[src/mtfd_pkg.sv]
`timescale 1ns / 1ps
`default_nettype none

package mtfd_pkg;

	// Tick and ramp timing.
	localparam logic [9:0] TICKS_PER_SECOND = 10'd1000;
	localparam logic [3:0] FADE_PERIOD      = 4'd10;
	localparam logic [7:0] FADE_STEP        = 8'd5;

	// Ceiling capture: a dim strip at mode entry gets a default ceiling.
	localparam logic [7:0] LOW_LEVEL_LIMIT  = 8'd10;
	localparam logic [7:0] DEFAULT_CEILING  = 8'd200;

	// Idle second counter saturates here.
	localparam logic [15:0] IDLE_MAX        = 16'hFFFF;

	// Configuration register file.
	localparam int unsigned CFG_DATA_W      = 16;
	localparam logic [15:0] TIMEOUT_RESET   = 16'd30;

	typedef enum logic {
		REG_TIMEOUT_SECONDS = 1'b0,
		REG_HOLD_BRIGHTNESS = 1'b1
	} cfg_reg_t;

endpackage

`default_nettype wire

[src/motion_timeout_fade_dimmer.sv]
`timescale 1ns / 1ps
`default_nettype none

// Motion timeout fade dimmer. Each request is one millisecond tick with the
// sensor level, the mode enable and the present strip brightness; each tick
// returns exactly one result. The block takes one request per clock and
// presents its result from an output register: the request is captured in an
// input register, the tick update runs through short counter and compare
// logic, and the result lands in the output register. A stalled result does
// not stop the next request from entering the input register, and requests
// stall only while both registers are full and the waiting result is stalled.
// Timeout and hold registers are written directly through the configuration
// port; the user writes them only while idle; the block does not enforce it.
module motion_timeout_fade_dimmer
	import mtfd_pkg::*;
(
	input  wire logic                  clk,
	input  wire logic                  arst_n,

	input  wire logic                  cfg_we,
	input  wire logic                  cfg_index,
	input  wire logic [CFG_DATA_W-1:0] cfg_data,

	input  wire logic                  in_valid,
	output logic                       in_stall,
	input  wire logic                  motion_seen,
	input  wire logic                  motion_mode,
	input  wire logic [7:0]            current_level,

	output logic                       out_valid,
	input  wire logic                  out_stall,
	output logic                       level_write,
	output logic [7:0]                 new_level,
	output logic                       output_blocked,
	output logic                       presence_active
);

	// Configuration registers.
	logic [15:0] timeout_seconds_q;
	logic        hold_brightness_q;

	// Tick state.
	logic [9:0]  ms_phase_q;
	logic [15:0] idle_seconds_q;
	logic [3:0]  fade_wait_q;
	logic        presence_q;
	logic [7:0]  ceiling_q;
	logic        ceiling_captured_q;
	logic        blocked_q;

	// Input stage.
	logic        valid_s1;
	logic        motion_s1;
	logic        mode_s1;
	logic [7:0]  level_s1;

	// Output stage.
	logic        valid_s2;
	logic        write_s2;
	logic [7:0]  level_s2;
	logic        blocked_s2;
	logic        presence_s2;

	// Next-state values of one tick.
	logic [9:0]  phase_nx;
	logic [15:0] idle_nx;
	logic [3:0]  wait_nx;
	logic        presence_nx;
	logic [7:0]  ceiling_nx;
	logic        captured_nx;
	logic        blocked_nx;
	logic        write_nx;
	logic [7:0]  level_nx;
	logic [8:0]  up_sum;

	logic        advance;

	// The input stage moves on whenever the output register is free or drains.
	assign advance   = valid_s1 && (!valid_s2 || !out_stall);
	assign in_stall  = valid_s1 && valid_s2 && out_stall;

	assign out_valid       = valid_s2;
	assign level_write     = write_s2;
	assign new_level       = level_s2;
	assign output_blocked  = blocked_s2;
	assign presence_active = presence_s2;

	// Configuration writes.
	always_ff @(posedge clk or negedge arst_n) begin
		if (!arst_n) begin
			timeout_seconds_q <= TIMEOUT_RESET;
			hold_brightness_q <= 1'b0;
		end else if (cfg_we) begin
			unique case (cfg_reg_t'(cfg_index))
				REG_TIMEOUT_SECONDS: timeout_seconds_q <= cfg_data[15:0];
				REG_HOLD_BRIGHTNESS: hold_brightness_q <= cfg_data[0];
				default: ;
			endcase
		end
	end

	// Tick update: counters first, then the mode logic.
	always_comb begin
		phase_nx    = ms_phase_q + 10'd1;
		idle_nx     = idle_seconds_q;
		if (phase_nx >= TICKS_PER_SECOND) begin
			phase_nx = '0;
			if (idle_seconds_q != IDLE_MAX) begin
				idle_nx = idle_seconds_q + 16'd1;
			end
		end
		wait_nx     = (fade_wait_q < FADE_PERIOD) ? fade_wait_q + 4'd1 : fade_wait_q;
		presence_nx = presence_q;
		ceiling_nx  = ceiling_q;
		captured_nx = ceiling_captured_q;
		blocked_nx  = blocked_q;
		write_nx    = 1'b0;
		level_nx    = '0;
		up_sum      = {1'b0, level_s1} + {1'b0, FADE_STEP};

		if (mode_s1) begin
			if (!ceiling_captured_q) begin
				ceiling_nx  = (level_s1 < LOW_LEVEL_LIMIT) ? DEFAULT_CEILING : level_s1;
				captured_nx = 1'b1;
			end
			if (motion_s1) begin
				presence_nx = 1'b1;
				idle_nx     = '0;
			end
			if (presence_nx && idle_nx >= timeout_seconds_q) begin
				presence_nx = 1'b0;
			end

			if (presence_nx) begin
				// Ramp up toward the ceiling.
				blocked_nx = 1'b0;
				if (wait_nx >= FADE_PERIOD && !hold_brightness_q) begin
					wait_nx = '0;
					if (level_s1 < ceiling_nx) begin
						write_nx = 1'b1;
						level_nx = (up_sum > {1'b0, ceiling_nx}) ? ceiling_nx : up_sum[7:0];
					end
				end
			end else if (wait_nx >= FADE_PERIOD) begin
				// Ramp down, and block the strip once it reaches zero.
				wait_nx = '0;
				if (level_s1 != 8'd0) begin
					write_nx = 1'b1;
					level_nx = (level_s1 > FADE_STEP) ? level_s1 - FADE_STEP : 8'd0;
				end else begin
					blocked_nx = 1'b1;
				end
			end
		end else begin
			// Mode off clears the block, the ceiling capture and the idle count, and sets presence.
			blocked_nx  = 1'b0;
			captured_nx = 1'b0;
			presence_nx = 1'b1;
			idle_nx     = '0;
		end
	end

	// Tick state advances as each request leaves the input stage.
	always_ff @(posedge clk or negedge arst_n) begin
		if (!arst_n) begin
			ms_phase_q         <= '0;
			idle_seconds_q     <= '0;
			fade_wait_q        <= '0;
			presence_q         <= 1'b1;
			ceiling_q          <= '0;
			ceiling_captured_q <= 1'b0;
			blocked_q          <= 1'b0;
		end else if (advance) begin
			ms_phase_q         <= phase_nx;
			idle_seconds_q     <= idle_nx;
			fade_wait_q        <= wait_nx;
			presence_q         <= presence_nx;
			ceiling_q          <= ceiling_nx;
			ceiling_captured_q <= captured_nx;
			blocked_q          <= blocked_nx;
		end
	end

	// Input register control.
	always_ff @(posedge clk or negedge arst_n) begin
		if (!arst_n) begin
			valid_s1 <= 1'b0;
		end else if (!in_stall) begin
			valid_s1 <= in_valid;
		end
	end

	// Input register payload.
	always_ff @(posedge clk) begin
		if (in_valid && !in_stall) begin
			motion_s1 <= motion_seen;
			mode_s1   <= motion_mode;
			level_s1  <= current_level;
		end
	end

	// Output register control.
	always_ff @(posedge clk or negedge arst_n) begin
		if (!arst_n) begin
			valid_s2 <= 1'b0;
		end else if (!valid_s2 || !out_stall) begin
			valid_s2 <= valid_s1;
		end
	end

	// Output register payload.
	always_ff @(posedge clk) begin
		if (advance) begin
			write_s2    <= write_nx;
			level_s2    <= level_nx;
			blocked_s2  <= blocked_nx;
			presence_s2 <= presence_nx;
		end
	end

endmodule

`default_nettype wire

[config.mk]
export PLATFORM = sky130hd
export DESIGN_NAME = motion_timeout_fade_dimmer
export DESIGN_NICKNAME = d
export VERILOG_FILES = /design/src/mtfd_pkg.sv /design/src/motion_timeout_fade_dimmer.sv
export SDC_FILE = /design/constraint.sdc
export NUM_CORES = 1
export LEC_CHECK = 0
export BUFFER_PORTS_ARGS = -buffer_cell sky130_fd_sc_hd__buf_4
export CAP_MARGIN = 20
export CORE_ASPECT_RATIO = 1.4
export CORE_MARGIN = 1.5
export CORE_UTILIZATION = 64
export DETAILED_ROUTE_END_ITERATION = 10
export PLACE_DENSITY = 0.85
export SETUP_SLACK_MARGIN = 0.05
export SLEW_MARGIN = 25
export SYNTH_ARGS = -nofsm -noshare
export SYNTH_HDL_FRONTEND = slang
export SYNTH_SLANG_ARGS = --single-unit
[constraint.sdc]
create_clock -name clk -period 12.3 [get_ports clk]
set_clock_uncertainty 0.2 [all_clocks]
set_input_delay 1.845 -clock clk [delete_from_list [all_inputs] [get_ports clk]]
set_output_delay 1.845 -clock clk [all_outputs]
set_load 0.03 [all_outputs]
[Word level (Yosys, flattened, before mapping)]
Index checks and enable logic that the tools add are counted.
Operators by class
  $add $sub $neg: 5
  magnitude comparators: 8
  eq/ne operators: 1
  multiplexer cells: 36
  bitwise gates (word level): 1
  reduce and logical (&&, ||, !) cells: 15
Operators with widths (number)
  $mux 16: 5
  $mux 8: 10
  $mux 4: 5
  $add 16x1->16 const B: 1
  $ge 16x16->1: 1
  $ne 16x16->1 const B: 1
  $mux 1: 15
  $add 10x1->10 const B: 1
  $ge 10x10->1 const B: 1
  $mux 10: 1
  $add 8x3->9 const B: 1
  $gt 9x8->1: 1
  $gt 8x3->1 const B: 1
  $lt 8x4->1 const B: 1
  $lt 8x8->1: 1
  $reduce_bool 8->1: 1
  $sub 8x3->8 const B: 1
  $logic_and 1x1->1: 6
  $reduce_and 2->1: 3
  $add 4x1->4 const B: 1
  $ge 4x4->1 const B: 1
  $logic_not 1->1: 4
  $lt 4x4->1 const B: 1
  $logic_or 1x1->1: 1
  $not 1->1: 1
Word-level totals
  flip-flop bits (word level): 81
  input bits: 32
  output and inout port bits: 13
  logic and storage cells: 84

[Logic depth before layout (Yosys ltp)]
  depth in word-level cells: 11
  depth in mapped cells: 17
  depth with buffers taken out: 14

[Worst setup path after synthesis]
Ideal clock, no wire load.
  kind: register to register
  start point: register ms_phase_q[0]
  end point: register level_s2[0] (netlist: new_level[0]) (data pin)
  setup time: 0.261 ns
  arrival time: 4.137 ns
  data required time: 11.839 ns
  path slack: 7.702 ns
  cell stages (with the launch flop): 17
  buffers on the path: 3
  clock period less this slack: 4.598 ns
  cells stage by stage: dfrtp_1 ha_1 or4_1 a22o_1 or3_4 buf_6 clkbuf_1 o31ai_1 a21oi_1 ha_1 nand4_1 or2_2 nor3_1 a211o_1 clkbuf_1 nor2_1 a221o_1
On the way
  word-level cells in the longest chain between the ends: 10
Ends and longest elaborated chain
  start, declared: line motion_timeout_fade_dimmer.sv:43  | logic [9:0] ms_phase_q;
  start signal, assigned: line motion_timeout_fade_dimmer.sv:174  | ms_phase_q <= phase_nx;
  $add 10x1->10: line motion_timeout_fade_dimmer.sv:104  | phase_nx = ms_phase_q + 10'd1;
  $ge 10x10->1: line motion_timeout_fade_dimmer.sv:106  | if (phase_nx >= TICKS_PER_SECOND) begin
  $mux 16: line motion_timeout_fade_dimmer.sv:106
  $mux 16: line motion_timeout_fade_dimmer.sv:126  | if (motion_s1) begin
  $mux 16: line motion_timeout_fade_dimmer.sv:121  | if (mode_s1) begin
  $ge 16x16->1: line motion_timeout_fade_dimmer.sv:130  | if (presence_nx && idle_nx >= timeout_seconds_q) begin
  $logic_and 1x1->1: line motion_timeout_fade_dimmer.sv:130
  $mux 1: line motion_timeout_fade_dimmer.sv:130
  $mux 1: line motion_timeout_fade_dimmer.sv:121
  $mux 8: line motion_timeout_fade_dimmer.sv:134  | if (presence_nx) begin
  end signal, assigned: line motion_timeout_fade_dimmer.sv:215  | level_s2 <= level_nx;
  end, declared: line motion_timeout_fade_dimmer.sv:60  | logic [7:0] level_s2;
No other way between the ends. The select of a mux whose other input is x is not followed.
A chain may end at the register's enable or synchronous reset.

[Worst setup path in the final report]
  start point: register ms_phase_q[0]
  end point: register level_s2[4] (netlist: new_level[4]) (data pin)
The elaborated chain is that of the path after synthesis.

==> summary.md <==
## Outcome
- **result of the run** completed

## Flow run
- **max capacitance violation total** 0

## STA
- **Worst slew margin** 46.48%
- **final setup vio count** 0
- **total negative slack** 0 ps
- **Final Max Tran Viols** 0
- **final critical path time including I/O delays and setup** 5008 ps
- **Hold Fails Final Rpt** 0
- **slew at the pin closest to its max-slew limit** 802.7 ps
- **RSZ-0062 raised after global routing** no
- **Final Cycle Share** 40.71%
- **Highest Clock Rate** 199.7 MHz

## CTS
- **Post-CTS Repair Setup Buffers** 0
- **cell chosen for the clock root** sky130_fd_sc_hd__clkbuf_16
- **Gates resized, CTS repair** 0
- **Clock Sink Count** 81
- **CTS clk-pin slew, worst paths** 60 ps
- **CTS tree** done
- **hold buffer count at cts** 0
- **CTS H-tree lvls** 3
- **latest clock arrival within the worst-skew pair** 350 ps
- **deepest clock path buffer count** 2
- **CTS buffer count** 9

## Yosys
- **Top FF cell, synth** sky130_fd_sc_hd__dfrtp_1
- **top-area cell type share of the netlist area** 25.50%
- **average cell area after synthesis** 8.818 um2
- **number of enable-type register cells in the synthesized netlist** 21
- **Syn Inst Count** 612
- **total of warnings raised by yosys** 0
- **synthesized net count** 684
- **synthesized-area fraction occupied by and/or/nand/nor cells** 21.24%
- **synthesized-area fraction occupied by adder cells** 9.274%
- **leading cell types by total area after synthesis** sky130_fd_sc_hd__dfrtp_1 26%, sky130_fd_sc_hd__edfxtp_1 12%, sky130_fd_sc_hd__ha_1 9.3%
- **number of synthesized register bits** 81
- **Netlist cell types** 67
- **dominant cell type by area after synthesis** sky130_fd_sc_hd__dfrtp_1
- **share of synthesized area spent on multiplexers** 3.176%
- **area fraction in compound gates after synthesis** 19.71%
- **sequential share of the synthesized area** 39.62%
- **fraction of registers with async set or reset after synthesis** 74.07%
- **XOR/XNOR Fraction of Synth Area** 2.110%
- **largest family of logic cells by synthesized area** simple AND/OR/NAND/NOR gates
- **combined area of all synthesized cells** 5396 um2

## Final layout
- **most frequent standard cell in the layout excluding fill and tap cells** sky130_fd_sc_hd__nand2_1
- **non-filler cells in the finished layout** 746
- **Nets** 711
- **fraction of final layout cells with drive strength greater than 1** 13.35%
- **area added between synthesis and finish** 12.52%
- **Ant. Diodes** 0
- **core occupancy in the finished layout** 74.51%
- **commonest non-fill, non-tap cells in the layout** 78 x sky130_fd_sc_hd__nand2_1, 55 x sky130_fd_sc_hd__dfrtp_1, 49 x sky130_fd_sc_hd__buf_4

## Drt
- **drt drc** 0
- **detailed router's first-iteration violation count** 456
- **DR vias** 4880
- **vias per cell** 6.542
- **number of antenna-violating nets in the routed design** 0
- **DRT Wirelength** 13330 um
- **Wirelength per Cell** 17.86 um
- **Initial DRT Pass Iterations** 8

## Die
- **Site Rows** 39
- **die footprint** 9000 um2
- **horizontal die dimension** 80.61 um
- **area of the core** 8149 um2
- **height of the die** 111.7 um
- **initial core utilization** 66.22%
- **num ports** 45

## Worst setup path
- **master of the slowest instance on the critical path** sky130_fd_sc_hd__or3_4
- **sequence of cells on the critical path** ha_1 > or4_1 > a22o_1 > or3_4 > or4_1 > a21oi_1 > ha_1 > nand4_1 > or2_2 > nor3_1 > a211o_1 > nand3_1 > o22ai_1
- **Worst R2R Path Depth** 13
- **required time of the critical path** 12280 ps
- **kind of critical path** flip-flop to flip-flop
- **delay of the slowest cell on the worst path** 550 ps
- **Worst Setup Start Kind** flip-flop
- **crit path max fanout** 41
- **Reg2Reg Capture Point** new_level[4]
- **startpoint of the most critical register-to-register path** ms_phase_q[0]
- **WP data arrival** 4990 ps
- **R2R setup slack** 7290 ps
- **Worst setup EP type** flip-flop

## Global route
- **initial antenna violation count** 0
- **Overall Global Routing Usage** 31.06%
- **pin count of the biggest net entering global routing** 61
- **vias in the first global route** 4752
- **wire length of the first global-routing pass** 21690 um
- **grt ovf** 0

## Pwr
- **Leak Pwr** 0.002542 uW
- **maximum vdd drop** 0.1190 mV
- **PnR Total Power** 850.3 uW
- **pwr dens** 140.0 nW/um2

## Hold path
- **endpoint of the worst hold path** ceiling_q[2]
- **start point of the worst min-delay path** ceiling_q[2]
- **Hold Path Depth** 2
- **Hold WC Path Type** flip-flop to flip-flop

## Place
- **quantity of I/O buffers inserted on ports** 44
- **Routability Congestion** 0.9614
- **dpl cells** 730
- **HPWL Detailed** 9343 um

[through the flow]
stage / area [um2] / worst slack, ps / hold slack (ps)
final: 6072 / 7292 / 274.4
after global routing: 6072 / 7018 / 303.7
after CTS: 6062 / 7372 / 280.2
after detailed placement: 5766 / 7436 / 267.1
after global placement: 5766 / 7548 / 254.9
after floorplan: 5396 / 7702 / 242.1
[synth_stat cells, types with 7 or more instances]
cell	count
sky130_fd_sc_hd__nor2_1	32
sky130_fd_sc_hd__clkbuf_1	31
sky130_fd_sc_hd__nand3_1	30
sky130_fd_sc_hd__o22ai_1	10
sky130_fd_sc_hd__nand2b_1	10
sky130_fd_sc_hd__nand2_1	79
sky130_fd_sc_hd__ha_1	40
sky130_fd_sc_hd__or4_1	7
sky130_fd_sc_hd__nor3_1	18
sky130_fd_sc_hd__o21ai_0	47
sky130_fd_sc_hd__o211ai_1	7
sky130_fd_sc_hd__o31ai_1	11
sky130_fd_sc_hd__or3_1	9
sky130_fd_sc_hd__edfxtp_1	21
sky130_fd_sc_hd__a31oi_1	8
sky130_fd_sc_hd__xnor2_1	8
sky130_fd_sc_hd__dfrtp_1	55
sky130_fd_sc_hd__inv_1	34
sky130_fd_sc_hd__a21oi_1	30
sky130_fd_sc_hd__mux2i_1	7
sky130_fd_sc_hd__nor2b_1	9
[critical path: cells and delay by family, from the launching register on]
kind / cells / cell delay, ps
flip-flops: 1 / 480
AND/OR/NAND/NOR: 7 / 2530
AO/OA/AOI/OAI: 4 / 1100
adder cells (fa/ha/maj): 2 / 530
[logic make-up (layout without fill, tap and decap cells)]
| group | Yosys count | count (layout) |
|---|---|---|
| flip-flops | 81 | 81 |
| XOR/XNOR | 13 | 13 |
| AND/OR/NAND/NOR | 231 | 231 |
| buffers and inverters | 68 | 100 |
| multiplexers | 16 | 16 |
| adder cells (fa/ha/maj) | 40 | 40 |
| AO/OA/AOI/OAI | 163 | 163 |
[metal layers]
layer,global-route usage [%],up-vias,wire length [um]
met4,19.08,0,749
met1,33.74,2316,4967
met2,54.51,195,7015
li1,-,2300,-
met3,5.492,69,594
met5,0,-,0
[final cells by class]
class	count	area, um2
clock inverters	5	53.80
clock buffers	11	242.7
repair buffers	49	367.9
flip-flops and latches	81	2138
well taps	102	127.6
fillers	595	2077
multi-input cells	463	3010
inverters	35	131.4
[state kept, by name (all words and copies together) (netlist names), 4 cells and up]
signal and cells:
ceiling_q 8, timeout_seconds_q 16, level_s1 8, fade_wait_q 4
ms_phase_q 10, new_level 8, idle_seconds_q 16
[where the power goes]
group	leakage [uW]	switching [uW]	internal, uW
registers	0.000959	44.3	316
clock network	0.000141	110	162
logic	0.00144	126	91.3
[worst max path at each step]
stage,start,end,slack (ps),depth (start not counted)
6_report,ms_phase_q[0],new_level[4],7290,13
5_1_grt,ms_phase_q[0],new_level[4],7020,14
4_1_cts,ms_phase_q[0],new_level[4],7370,13
3_5_place_dp,ms_phase_q[0],new_level[0],7440,13
3_3_place_gp,ms_phase_q[0],new_level[0],7550,12
2_1_floorplan,ms_phase_q[0],new_level[0],7700,16
(Power assumes the default switching activity.)
